<file path="src/dmf_pkg.sv">
// ----------------------------------------------------------------------------
// Mixed cell stream deframer package
// Shared types, codes and the node count table.
// ----------------------------------------------------------------------------
package dmf_pkg;

  localparam int unsigned IndexBits = 32;
  localparam logic [31:0] IndexMask = (IndexBits >= 32) ? 32'hFFFF_FFFF :
                                      32'((64'd1 << IndexBits) - 64'd1);

  localparam logic [1:0] PhHeader  = 2'd0;
  localparam logic [1:0] PhCount   = 2'd1;
  localparam logic [1:0] PhNodes   = 2'd2;
  localparam logic [1:0] PhDiscard = 2'd3;

  typedef enum logic [1:0] {
    ErrNone      = 2'd0,
    ErrUnknown   = 2'd1,
    ErrPolyCount = 2'd2,
    ErrTruncated = 2'd3
  } err_e;

  localparam logic [5:0]  CodePolyline = 6'd2;
  localparam logic [31:0] PolyCount    = 32'd2;

  typedef struct packed {
    logic [31:0] node_index;
    logic [5:0]  cell_type;
    logic [4:0]  node_slot;
    logic        cell_done;
    logic        block_start;
    err_e        error_code;
    logic        stream_end;
  } res_t;

  // has_res low: stream end with no result, only clears the type history
  typedef struct packed {
    logic        has_res;
    logic        first;
    logic [31:0] node_index;
    logic [5:0]  cell_type;
    logic [4:0]  node_slot;
    logic        cell_done;
    err_e        error_code;
    logic        stream_end;
  } rec_t;

  function automatic logic [4:0] node_count(logic [5:0] code);
    logic [4:0] n;
    unique case (code)
      6'h01:   n = 5'd1;
      6'h02:   n = 5'd2;
      6'h04:   n = 5'd3;
      6'h05:   n = 5'd4;
      6'h06:   n = 5'd4;
      6'h07:   n = 5'd5;
      6'h08:   n = 5'd6;
      6'h09:   n = 5'd8;
      6'h22:   n = 5'd3;
      6'h23:   n = 5'd9;
      6'h24:   n = 5'd6;
      6'h25:   n = 5'd8;
      6'h26:   n = 5'd10;
      6'h27:   n = 5'd13;
      6'h28:   n = 5'd15;
      6'h29:   n = 5'd18;
      6'h30:   n = 5'd20;
      6'h31:   n = 5'd24;
      6'h32:   n = 5'd27;
      default: n = 5'd0;
    endcase
    return n;
  endfunction

endpackage

</file>
<file path="src/mixed_cell_stream_deframer.sv">
// ----------------------------------------------------------------------------
// Mixed cell stream deframer
// Splits a flat connectivity word stream into per-node results.
// ----------------------------------------------------------------------------
// Path: each word's record is registered in the record queue, then its result
// in the result queue once that queue has room; the result queue drives the outputs.
// Throughput: one word per cycle; the front end and back end each take one
// record per cycle, and full rises only when the two-entry record queue fills.
// Reset: asynchronous, active low; clears framing, type history and queues.
module mixed_cell_stream_deframer (
  input  logic        clk_i,
  input  logic        rst_ni,
  input  logic        push,
  output logic        full,
  input  logic [31:0] word_i,
  input  logic        last_word_i,
  output logic        empty,
  input  logic        pop,
  output logic [31:0] node_index_o,
  output logic [5:0]  cell_type_o,
  output logic [4:0]  node_slot_o,
  output logic        cell_done_o,
  output logic        block_start_o,
  output logic [1:0]  error_code_o,
  output logic        stream_end_o
);
  import dmf_pkg::*;

  rec_t rec_f, rec_b;
  res_t res;
  logic rec_f_valid, rec_pop, rec_empty, take;

  assign take = push && !full;

  dmf_front u_front (
    .clk_i       (clk_i),
    .rst_ni      (rst_ni),
    .take_i      (take),
    .word_i      (word_i),
    .last_word_i (last_word_i),
    .rec_valid_o (rec_f_valid),
    .rec_o       (rec_f)
  );

  dmf_queue u_queue (
    .clk_i   (clk_i),
    .rst_ni  (rst_ni),
    .push_i  (rec_f_valid),
    .rec_i   (rec_f),
    .full_o  (full),
    .pop_i   (rec_pop),
    .rec_o   (rec_b),
    .empty_o (rec_empty)
  );

  dmf_back u_back (
    .clk_i       (clk_i),
    .rst_ni      (rst_ni),
    .rec_empty_i (rec_empty),
    .rec_i       (rec_b),
    .rec_pop_o   (rec_pop),
    .pop_i       (pop),
    .empty_o     (empty),
    .res_o       (res)
  );

  assign node_index_o  = res.node_index;
  assign cell_type_o   = res.cell_type;
  assign node_slot_o   = res.node_slot;
  assign cell_done_o   = res.cell_done;
  assign block_start_o = res.block_start;
  assign error_code_o  = res.error_code;
  assign stream_end_o  = res.stream_end;

  a_err_clean: assert property (@(posedge clk_i) disable iff (!rst_ni)
    (!empty && error_code_o != ErrNone) |->
      (node_index_o == '0 && !cell_done_o && !block_start_o))
    else $error("error result carries node data");

  a_bstart_slot: assert property (@(posedge clk_i) disable iff (!rst_ni)
    (!empty && block_start_o) |-> (node_slot_o == '0))
    else $error("block start off the first slot");

  a_unknown_type: assert property (@(posedge clk_i) disable iff (!rst_ni)
    (!empty && error_code_o == ErrUnknown) |-> (cell_type_o == '0))
    else $error("unknown type error with nonzero type");

  a_no_phantom: assert property (@(posedge clk_i) disable iff (!rst_ni)
    (empty && !rec_pop) |=> empty)
    else $error("result appeared without a record");

endmodule

</file>
<file path="src/dmf_front.sv">
// ----------------------------------------------------------------------------
// Deframer front end
// Tracks the cell framing, classifies each word and builds transfer records.
// ----------------------------------------------------------------------------
module dmf_front (
  input  logic              clk_i,
  input  logic              rst_ni,
  input  logic              take_i,
  input  logic [31:0]       word_i,
  input  logic              last_word_i,
  output logic              rec_valid_o,
  output dmf_pkg::rec_t     rec_o
);
  import dmf_pkg::*;

  logic [1:0] phase_q, phase_d;
  logic [5:0] type_q, type_d;
  logic [4:0] left_q, left_d;
  logic [4:0] slot_q, slot_d;
  logic [4:0] n_hdr;
  logic [4:0] left_dec;
  logic       done;
  logic       fail;

  assign n_hdr    = (word_i[31:6] == '0) ? node_count(word_i[5:0]) : 5'd0;
  assign left_dec = left_q - 5'd1;
  assign done     = (left_dec == 5'd0);

  always_comb begin
    phase_d     = phase_q;
    type_d      = type_q;
    left_d      = left_q;
    slot_d      = slot_q;
    rec_valid_o = 1'b0;
    fail        = 1'b0;
    rec_o       = '0;
    rec_o.stream_end = last_word_i;
    if (take_i) begin
      if (phase_q == PhDiscard) begin
        rec_valid_o = last_word_i;
      end else if (phase_q == PhCount) begin
        rec_valid_o   = 1'b1;
        rec_o.has_res = 1'b1;
        rec_o.cell_type = CodePolyline;
        if (word_i != PolyCount) begin
          fail             = 1'b1;
          rec_o.error_code = ErrPolyCount;
        end else begin
          left_d  = node_count(CodePolyline);
          slot_d  = '0;
          phase_d = PhNodes;
          rec_valid_o = last_word_i;
          if (last_word_i) begin
            fail             = 1'b1;
            rec_o.cell_type  = type_q;
            rec_o.error_code = ErrTruncated;
          end
        end
      end else if (phase_q == PhNodes && left_q != '0) begin
        rec_valid_o     = 1'b1;
        rec_o.has_res   = 1'b1;
        rec_o.cell_type = type_q;
        rec_o.node_slot = slot_q;
        left_d          = left_dec;
        if (last_word_i && !done) begin
          fail             = 1'b1;
          rec_o.error_code = ErrTruncated;
        end else begin
          rec_o.first      = (slot_q == '0);
          rec_o.node_index = word_i & IndexMask;
          rec_o.cell_done  = done;
          if (done) begin
            phase_d = PhHeader;
            slot_d  = '0;
          end else begin
            slot_d = slot_q + 5'd1;
          end
        end
      end else begin
        rec_o.has_res = 1'b1;
        if (n_hdr == '0) begin
          rec_valid_o      = 1'b1;
          fail             = 1'b1;
          rec_o.error_code = ErrUnknown;
        end else begin
          type_d = word_i[5:0];
          slot_d = '0;
          if (word_i[5:0] == CodePolyline) begin
            phase_d = PhCount;
            left_d  = '0;
          end else begin
            phase_d = PhNodes;
            left_d  = n_hdr;
          end
          rec_valid_o = last_word_i;
          if (last_word_i) begin
            fail             = 1'b1;
            rec_o.cell_type  = word_i[5:0];
            rec_o.error_code = ErrTruncated;
          end
        end
      end
      if (fail && !last_word_i) begin
        phase_d = PhDiscard;
      end
      if (last_word_i) begin
        phase_d = PhHeader;
        type_d  = '0;
        left_d  = '0;
        slot_d  = '0;
      end
    end
  end

  always_ff @(posedge clk_i or negedge rst_ni) begin
    if (!rst_ni) begin
      phase_q <= PhHeader;
      type_q  <= '0;
      left_q  <= '0;
      slot_q  <= '0;
    end else begin
      phase_q <= phase_d;
      type_q  <= type_d;
      left_q  <= left_d;
      slot_q  <= slot_d;
    end
  end

endmodule

</file>
<file path="src/dmf_queue.sv">
// ----------------------------------------------------------------------------
// Deframer record queue
// Two-entry queue of records between the front and back ends.
// ----------------------------------------------------------------------------
module dmf_queue (
  input  logic          clk_i,
  input  logic          rst_ni,
  input  logic          push_i,
  input  dmf_pkg::rec_t rec_i,
  output logic          full_o,
  input  logic          pop_i,
  output dmf_pkg::rec_t rec_o,
  output logic          empty_o
);
  import dmf_pkg::*;

  rec_t       mem_q [2];
  logic       wr_q, rd_q;
  logic [1:0] cnt_q;
  logic       do_push, do_pop;

  assign full_o  = (cnt_q == 2'd2);
  assign empty_o = (cnt_q == 2'd0);
  assign do_push = push_i && !full_o;
  assign do_pop  = pop_i && !empty_o;
  assign rec_o   = mem_q[rd_q];

  always_ff @(posedge clk_i) begin
    if (do_push) begin
      mem_q[wr_q] <= rec_i;
    end
  end

  always_ff @(posedge clk_i or negedge rst_ni) begin
    if (!rst_ni) begin
      wr_q  <= 1'b0;
      rd_q  <= 1'b0;
      cnt_q <= '0;
    end else begin
      if (do_push) wr_q <= ~wr_q;
      if (do_pop)  rd_q <= ~rd_q;
      cnt_q <= cnt_q + 2'(do_push) - 2'(do_pop);
    end
  end

endmodule

</file>
<file path="src/dmf_back.sv">
// ----------------------------------------------------------------------------
// Deframer back end
// Tracks the type run for block starts and holds results for the reader.
// ----------------------------------------------------------------------------
module dmf_back (
  input  logic          clk_i,
  input  logic          rst_ni,
  input  logic          rec_empty_i,
  input  dmf_pkg::rec_t rec_i,
  output logic          rec_pop_o,
  input  logic          pop_i,
  output logic          empty_o,
  output dmf_pkg::res_t res_o
);
  import dmf_pkg::*;

  res_t       mem_q [2];
  res_t       res_new;
  logic       wr_q, rd_q;
  logic [1:0] cnt_q;
  logic [5:0] prev_q, prev_d;
  logic       out_pop, out_push;

  assign empty_o  = (cnt_q == 2'd0);
  assign out_pop  = pop_i && !empty_o;
  assign res_o    = mem_q[rd_q];
  assign rec_pop_o = !rec_empty_i && (!rec_i.has_res || cnt_q != 2'd2 || out_pop);
  assign out_push = rec_pop_o && rec_i.has_res;

  always_comb begin
    res_new.node_index  = rec_i.node_index;
    res_new.cell_type   = rec_i.cell_type;
    res_new.node_slot   = rec_i.node_slot;
    res_new.cell_done   = rec_i.cell_done;
    res_new.block_start = rec_i.first && (rec_i.cell_type != prev_q);
    res_new.error_code  = rec_i.error_code;
    res_new.stream_end  = rec_i.stream_end;
    prev_d = prev_q;
    if (rec_pop_o) begin
      if (rec_i.first) prev_d = rec_i.cell_type;
      if (rec_i.stream_end) prev_d = '0;
    end
  end

  always_ff @(posedge clk_i) begin
    if (out_push) begin
      mem_q[wr_q] <= res_new;
    end
  end

  always_ff @(posedge clk_i or negedge rst_ni) begin
    if (!rst_ni) begin
      wr_q   <= 1'b0;
      rd_q   <= 1'b0;
      cnt_q  <= '0;
      prev_q <= '0;
    end else begin
      if (out_push) wr_q <= ~wr_q;
      if (out_pop)  rd_q <= ~rd_q;
      cnt_q  <= cnt_q + 2'(out_push) - 2'(out_pop);
      prev_q <= prev_d;
    end
  end

endmodule
</file>
<file path="config.mk">
export PLATFORM = sky130hd
export DESIGN_NAME = mixed_cell_stream_deframer
export DESIGN_NICKNAME = d
export VERILOG_FILES = /design/src/dmf_pkg.sv /design/src/mixed_cell_stream_deframer.sv /design/src/dmf_front.sv /design/src/dmf_queue.sv /design/src/dmf_back.sv
export SDC_FILE = /design/constraint.sdc
export NUM_CORES = 1
export LEC_CHECK = 0
export ABC_CLOCK_PERIOD_IN_PS = 14400
export BUFFER_PORTS_ARGS = -buffer_cell sky130_fd_sc_hd__buf_4
export CAP_MARGIN = 20
export CORE_UTILIZATION = 60
export DETAILED_ROUTE_END_ITERATION = 16
export PLACE_DENSITY = 0.8
export SYNTH_ARGS = -nofsm -noshare
export SYNTH_HDL_FRONTEND = slang
export SYNTH_SLANG_ARGS = --single-unit
</file>
<file path="constraint.sdc">
create_clock -name clk_i -period 14.4 [get_ports clk_i]
set_input_delay 0 -clock clk_i [delete_from_list [all_inputs] [get_ports clk_i]]
set_output_delay 0 -clock clk_i [all_outputs]
set_load 0.02 [all_outputs]
</file>
==> summary.md, run 1 <==
| Metric | Value |
|---|---|
| Synthesized flop and latch total | 226 |
| Setup TNS | 0 ns |
| Drt via density | 5.82 |
| CTS resizes | 0 |
| Root Buffer | clkbuf_16 |
| Post-synth top area cell | edfxtp_1 |
| Leak | 4.43 nW |
| Max IR drop VDD | 0.124 mV |
| Max Cap Violations | 0 |
| WL final | 19,500 um |
| # rows | 46 |
| Least-Margin Pin Slew | 0.703 ns |
| Die area | 16,800 um^2 |
| Post-Syn Area per Cell | 14.9 um^2 |
| CTS max path bufs | 3 |
| Residual DRC count | 0 |
| Crit path DAT | 3.68 ns |
| Synth top area cells | edfxtp_1, mux2_2, dfrtp_1 |
| Sequential cell area fraction in the yosys report | 67.7% |
| CTS clk-pin slew, worst paths | 0.06 ns |
| Multi-input logic area | 2980 um^2 |
| Total number of vias | 5,918 |
| Post-CTS Setup Bufs | 0 |
| Min Hold Slack | 0.0299 ns |
| Worst hold path class | in2reg |
| Hold buffer count at cts | 37 |
| Worst EP required | 14.83 ns |
| Cell mode on critical path | dlygate4sd3_1 |
| F_max | 0.307 GHz |
| Die H | 130 um |
| Crit path max-delay family | simple AND/OR/NAND/NOR gates |
| Worst-skew pair later-pin latency | 0.49 ns |
| Worst setup margin | 11.14 ns |
| Yosys top cell area share | 59.5% |
| DPL Wire Length | 12,300 um |
| EDFF count, synth | 194 |
| Initial antenna violation count | 0 |
| R2R Path Start | u_queue.cnt_q[1] |
| Register area | 6630 um^2 |
| Top-level I/O count | 87 |
| GRT overflow | 0 |
| WL/cell | 19.2 um |
| H-Tree Depth | 1 |
| Crit-path max FO | 8 |
| Detailed Routing Iterations Pass 1 | 5 |
| Max-slew headroom | 53.2% |
| Buf/Inv on CP | 3 |
| Setup crit start | word_i[6] |
| Clock skew | 0.00704 ns |
| Vias in the first global route | 5,936 |
| Buffers added on ports | 86 |
| Most frequent cells in the layout | edfxtp_1, mux2_2, buf_4 |
| Mapped Cells | 657 |
| Largest net degree at the start of global routing | 50 |
| Core ar. | 15,900 um^2 |
| Mapped cell area | 9790 um^2 |
| Final Max Slew Viols | 0 |
| Commonest non-fill, non-tap cell in the layout | edfxtp_1 |
| First-pass GRT wire length | 30,500 um |
| CTS Buf Count | 23 |
| Initial core utilization | 61.6% |
| Area Growth Syn to Fin | 20.3% |
| Final setup viols | 0 |
| CP endpoint kind | flop |
| Final net count | 836 |
| Yosys warning count | 0 |
| Synth Flop Type | edfxtp_1 |
| Filler cells | 997 |
| Period utilisation layout | 22.6% |
| Async set or reset register ratio after synthesis | 14.2% |
| Crit Path Class | in2reg |
| Antenna diodes | 0 |
| CP Cell Sequence | dlygate4sd3_1, buf_4, nor4_1, nand4_1, nor2_1, o41ai_4, nor4_2, a22oi_1, o21ai_0, dlygate4sd3_1 |
| RSZ-0062 raised after global routing | no |
| CTS tree | yes |
| ANT nets after route | 0 |
| Layout cells sized above 1 | 30.1% |
| Synthesized Nets | 708 |
| Setup WS pre-CTS | 11.23 ns |
| CTS Sinks | 226 |
| GP Congestion | 0.886 |
| Crit path largest cell delay | 0.60 ns |
| Worst hold start | word_i[2] |
| Critical Path Slowest Stage Cell | nor4_2 |
| CP Launch Type | input pin |
| Fin. Hold Viols | 0 |
| Synth cell types | 58 |
| Crit path time final | 3.26 ns |
| GRT Resource Usage Total | 23.8% |
| Initial DRC count | 485 |
| Pwr dens | 218 nW/um^2 |
| Status | finished, final reports clean |
| Die W | 130 um |
==> power breakdown <==
group          switching [mW]  internal, mW  total, mW
Sequential             0.0760          1.00       1.08
Combinational           0.546         0.386      0.933
Clock                   0.228         0.330      0.558
==> worst paths after layout <==
path                       slack [ns]  cells past startpoint                   end
max                             11.14                     10     u_front.type_q[0]
min                              0.03                      3     u_front.type_q[2]
max reg2reg                     11.20                      6  u_queue.mem_q[0][33]
min reg2reg                      0.52                      1           u_back.wr_q
max in group asynchronous       12.96                      4     u_front.left_q[3]
min in group asynchronous        0.51                      3     u_front.slot_q[2]
==> through the flow <==
step / area (um^2) / util (%) / power (mW) / instances
floorplan: 9790 / - / 1.69 / 657
global placement: 10700 / 67.1 / 1.96 / 937
detailed placement: 10700 / 67.2 / 2.01 / 938
CTS: 11800 / 74.0 / 2.58 / 1015
global route: 11800 / 74.1 / 2.69 / 1016
finish: 11800 / 74.1 / 2.57 / 1016
==> cell families after synthesis <==
family / after synthesis / share of synthesized area, %
xor+xnor: 17 / 1.52
mux: 105 / 11.9
compound gates: 83 / 6.11
simple gates: 160 / 8.80
fa+ha+maj: 14 / 1.79
flops: 226 / 67.7
buf+inv: 52 / 2.16
==> worst min-delay path: stages <==
cell and delay (ns):
buf_4 0.18, a22oi_1 0.17, o21ai_0 0.11
==> state kept, by name, indices dropped and copies added (netlist names) <==
register         flops
u_queue.mem_q       98
u_back.mem_q        96
u_back.prev_q        6
u_front.type_q       6
u_front.left_q       5
u_front.slot_q       5
u_back.cnt_q         2
u_front.phase_q      2
u_queue.cnt_q        2
u_back.rd_q          1
u_back.wr_q          1
u_queue.rd_q         1
u_queue.wr_q         1
==> area by class of cell <==
cell class,count,area share [%]
flip-flops and latches,226,56.3
clock buffers,29,5.08
clock inverters,11,0.924
repair buffers,131,9.35
multi-input cells,379,25.3
inverters,24,0.765
well taps,216,2.29
==> routing by layer <==
metal	global-route usage (%)	share of wire [%]	vias to the layer above
li1	-	-	2732
met1	31.7	42	2974
met5	0	0	-
met3	2.58	4.3	36
met2	41.6	51	176
met4	7.52	2.1	0
==> Yosys cell counts, types with 2 or more instances <==
| cell type | count |
|---|---|
| a211oi_1 | 3 |
| a21o_1 | 3 |
| a21oi_1 | 18 |
| a22oi_1 | 7 |
| a31oi_1 | 7 |
| a41oi_1 | 3 |
| a41oi_2 | 3 |
| and2_1 | 33 |
| and3_1 | 4 |
| and4b_1 | 2 |
| buf_1 | 9 |
| buf_2 | 4 |
| clkbuf_1 | 13 |
| dfrtp_1 | 32 |
| edfxtp_1 | 194 |
| ha_1 | 14 |
| inv_1 | 24 |
| mux2_2 | 95 |
| mux2i_1 | 10 |
| nand2_1 | 30 |
| nand2b_1 | 9 |
| nand3_1 | 13 |
| nand3b_1 | 3 |
| nor2_1 | 28 |
| nor2b_1 | 7 |
| nor3_1 | 11 |
| nor3b_1 | 2 |
| nor4_1 | 8 |
| o211ai_1 | 4 |
| o21a_1 | 2 |
| o21ai_0 | 14 |
| o21ai_1 | 3 |
| o22ai_1 | 2 |
| or3b_2 | 4 |
| xnor2_1 | 10 |
| xor2_1 | 7 |
(Power assumes the default switching activity.)
==> run 2: changes to the inputs <==
Settings changed: ABC_CLOCK_PERIOD_IN_PS 14400 to 2900, CORE_UTILIZATION 60 to 54, PLACE_DENSITY 0.8 to 0.76.
Clock period 14.4 ns to 2.9 ns, I/O delays scaled along.
==> run 2 against run 1 <==
Cell area is 3.8% higher. Non-clock buffer count is 21 higher. Via count is 0.68% lower. Count of clock-buffer cells in the layout is 2 lower. First-iteration DRC count is 20% lower. Clock power grew to 5.4 times the previous value. Largest cell class unchanged. Sequential power grew to 5.0 times the previous value. Register-to-register slack worse by 11 ns. Combinational power grew to 5.3 times the previous value. Sequential share of layout area is 2.1 points lower. Power grew to 5.2 times the previous value. Global-route usage is 3.0 points lower.
==> summary.md, run 2 (same netlist as run 1, synthesis figures left out) <==
| Metric | Value |
|---|---|
| Status | finished, final reports clean (unchanged) |
| Worst hold path class | in2reg (unchanged) |
| CP Launch Type | input pin (unchanged) |
| # rows | 48 (was 46) |
| Area Growth Syn to Fin | 24.8% (was 20.3%) |
| Least-Margin Pin Slew | 0.876 ns (was 0.703 ns) |
| Leak | 4.64 nW (was 4.43 nW) |
| Max Cap Violations | 0 (unchanged) |
| Die H | 137 um (was 130 um) |
| WL/cell | 19.2 um (about the same) |
| Root Buffer | clkbuf_16 (unchanged) |
| Vias in the first global route | 5,718 (was 5,936) |
| Die W | 137 um (was 130 um) |
| Largest net degree at the start of global routing | 50 (unchanged) |
| Max reg flops | 98 (unchanged) |
| Die area | 18,700 um^2 (was 16,800 um^2) |
| Core ar. | 17,500 um^2 (was 15,900 um^2) |
| WL final | 20,200 um (was 19,500 um) |
| CTS tree | yes (unchanged) |
| Initial core utilization | 56.0% (was 61.6%) |
| Crit-path max FO | 6 (was 8) |
| CTS clk-pin slew, worst paths | 0.06 ns (about the same) |
| First-pass GRT wire length | 29,800 um (was 30,500 um) |
| Clock skew | 0.00764 ns (was 0.00704 ns) |
| Final Power | 13.4 mW (was 2.57 mW) |
| Initial DRC count | 387 (was 485) |
| CP endpoint kind | flop (unchanged) |
| Worst EP required | 3.13 ns (was 14.83 ns) |
| Layout cells sized above 1 | 32.8% (was 30.1%) |
| Commonest non-fill, non-tap cell in the layout | edfxtp_1 (unchanged) |
| Final setup viols | 0 (unchanged) |
| CTS max path bufs | 3 (unchanged) |
| Most frequent cells in the layout | edfxtp_1, buf_4, mux2_2 (was edfxtp_1, mux2_2, buf_4) |
| Max-slew headroom | 41.0% (was 53.2%) |
| Total number of vias | 5,878 (was 5,918) |
| CTS Sinks | 226 (unchanged) |
| Filler cells | 1,142 (was 997) |
| Crit Path Class | in2reg (unchanged) |
| Final Max Slew Viols | 0 (unchanged) |
| Detailed Routing Iterations Pass 1 | 5 (unchanged) |
| Initial antenna violation count | 0 (unchanged) |
| Worst-skew pair later-pin latency | 0.51 ns (was 0.49 ns) |
| CTS Buf Count | 24 (was 23) |
| Final net count | 858 (was 836) |
| Fin util | 69.9% (was 74.1%) |
| Setup WS pre-CTS | 0.157 ns (was 11.23 ns) |
| GRT overflow | 0 (unchanged) |
| Setup TNS | 0 ns (unchanged) |
| Buffers added on ports | 86 (unchanged) |
| Min Hold Slack | 0.156 ns (was 0.0299 ns) |
| Max IR drop VDD | 0.662 mV (was 0.124 mV) |
| Worst setup margin | 0.0414 ns (was 11.14 ns) |
| Crit path DAT | 3.09 ns (was 3.68 ns) |
| GRT Resource Usage Total | 20.9% (was 23.8%) |
| GP Congestion | 0.889 (was 0.886) |
| Period utilisation layout | 98.6% |
| DPL Wire Length | 12,300 um (about the same) |
| Fin. Hold Viols | 0 (unchanged) |
| H-Tree Depth | 1 (unchanged) |
| Biggest register | u_queue.mem_q (unchanged) |
| Top-level I/O count | 87 (unchanged) |
| F_max | 0.350 GHz |
| Drt via density | 5.60 (was 5.82) |
| Biggest regs | u_queue.mem_q (98), u_back.mem_q (96) (unchanged) |
| Pwr dens | 1090 nW/um^2 (was 218 nW/um^2) |
| Antenna diodes | 0 (unchanged) |
| ANT nets after route | 0 (unchanged) |
| Crit path time final | 2.86 ns |
| Residual DRC count | 0 (unchanged) |
==> run 2: cell count changes in the layout (fill, tap and decap cells not counted), moves of 3 or more <==
cell | before | now
clkbuf_16 | 23 | 28
buf_6 | 0 | 3
buf_4 | 92 | 99
buf_12 | 2 | 8
clkbuf_1 | 6 | 1
clkinv_1 | 1 | 6
==> run 2: per-layer routing <==
metal	global-route usage (%)	routed length [um]	vias to the layer above
met4	6.23	399	0
met3	2.85	805	31
met1	27.8	8820	2918
li1	-	-	2782
met2	35.8	10200	147
met5	0	0	-
==> run 2: layout make-up <==
cell class / count / area [um^2] / area share (%)
Timing Repair Buffer: 152 / 1420 / 11.6
Inverter: 24 / 90.1 / 0.737
Clock inverter: 16 / 169 / 1.38
Clock buffer: 27 / 632 / 5.17
Tap cell: 225 / 282 / 2.30
Sequential cell: 226 / 6630 / 54.2
Multi-Input combinational cell: 379 / 3000 / 24.6
==> run 2: worst paths after layout <==
path / from / to / slack (ns) / cells after the start
max: word_i[0] / u_queue.mem_q[0][43] / 0.04 / 14
min: word_i[1] / u_front.type_q[1] / 0.16 / 4
max reg2reg: u_front.left_q[0] / u_queue.mem_q[1][34] / 0.09 / 10
min reg2reg: u_back.cnt_q[1] / u_back.cnt_q[1] / 0.52 / 1
max in group asynchronous: rst_ni / u_back.rd_q / 2.16 / 4
min in group asynchronous: rst_ni / u_front.phase_q[0] / 0.36 / 3
==> run 2: worst max-delay path, cell delays in order <==
cell           delay (ns)
dlygate4sd3_1        0.56
buf_4                0.16
inv_2                0.06
ha_2                 0.20
nand3b_1             0.14
a21boi_1             0.11
a2111o_1             0.46
o41ai_4              0.49
o31a_1               0.18
o21ai_1              0.08
buf_4                0.18
nor2_4               0.16
buf_12               0.15
clkbuf_16            0.15
==> run 2: report_power, final <==
group          leakage (nW)  switching (mW)  internal, mW
sequential             2.24           0.413          4.96
combinational          2.00            2.78          2.18
clock                 0.396            1.19          1.83
==> run 2: what timing repair did <==
| action | CTS | global route |
|---|---|---|
| hold buffers | 37 | 0 |
| resized for setup | 0 | 11 |
| setup buffers | 0 | 5 |
| endpoints found under the hold margin | 102 | 0 |
| endpoints found under the setup margin | 0 | 113 |
==> run 2: through the flow <==
step / cell area (um^2) / std cells
after detailed placement: 10800 / 955
after global routing: 12200 / 1049
final: 12200 / 1049
after CTS: 12000 / 1035
after global placement: 10800 / 955
after floorplan: 9810 / 657
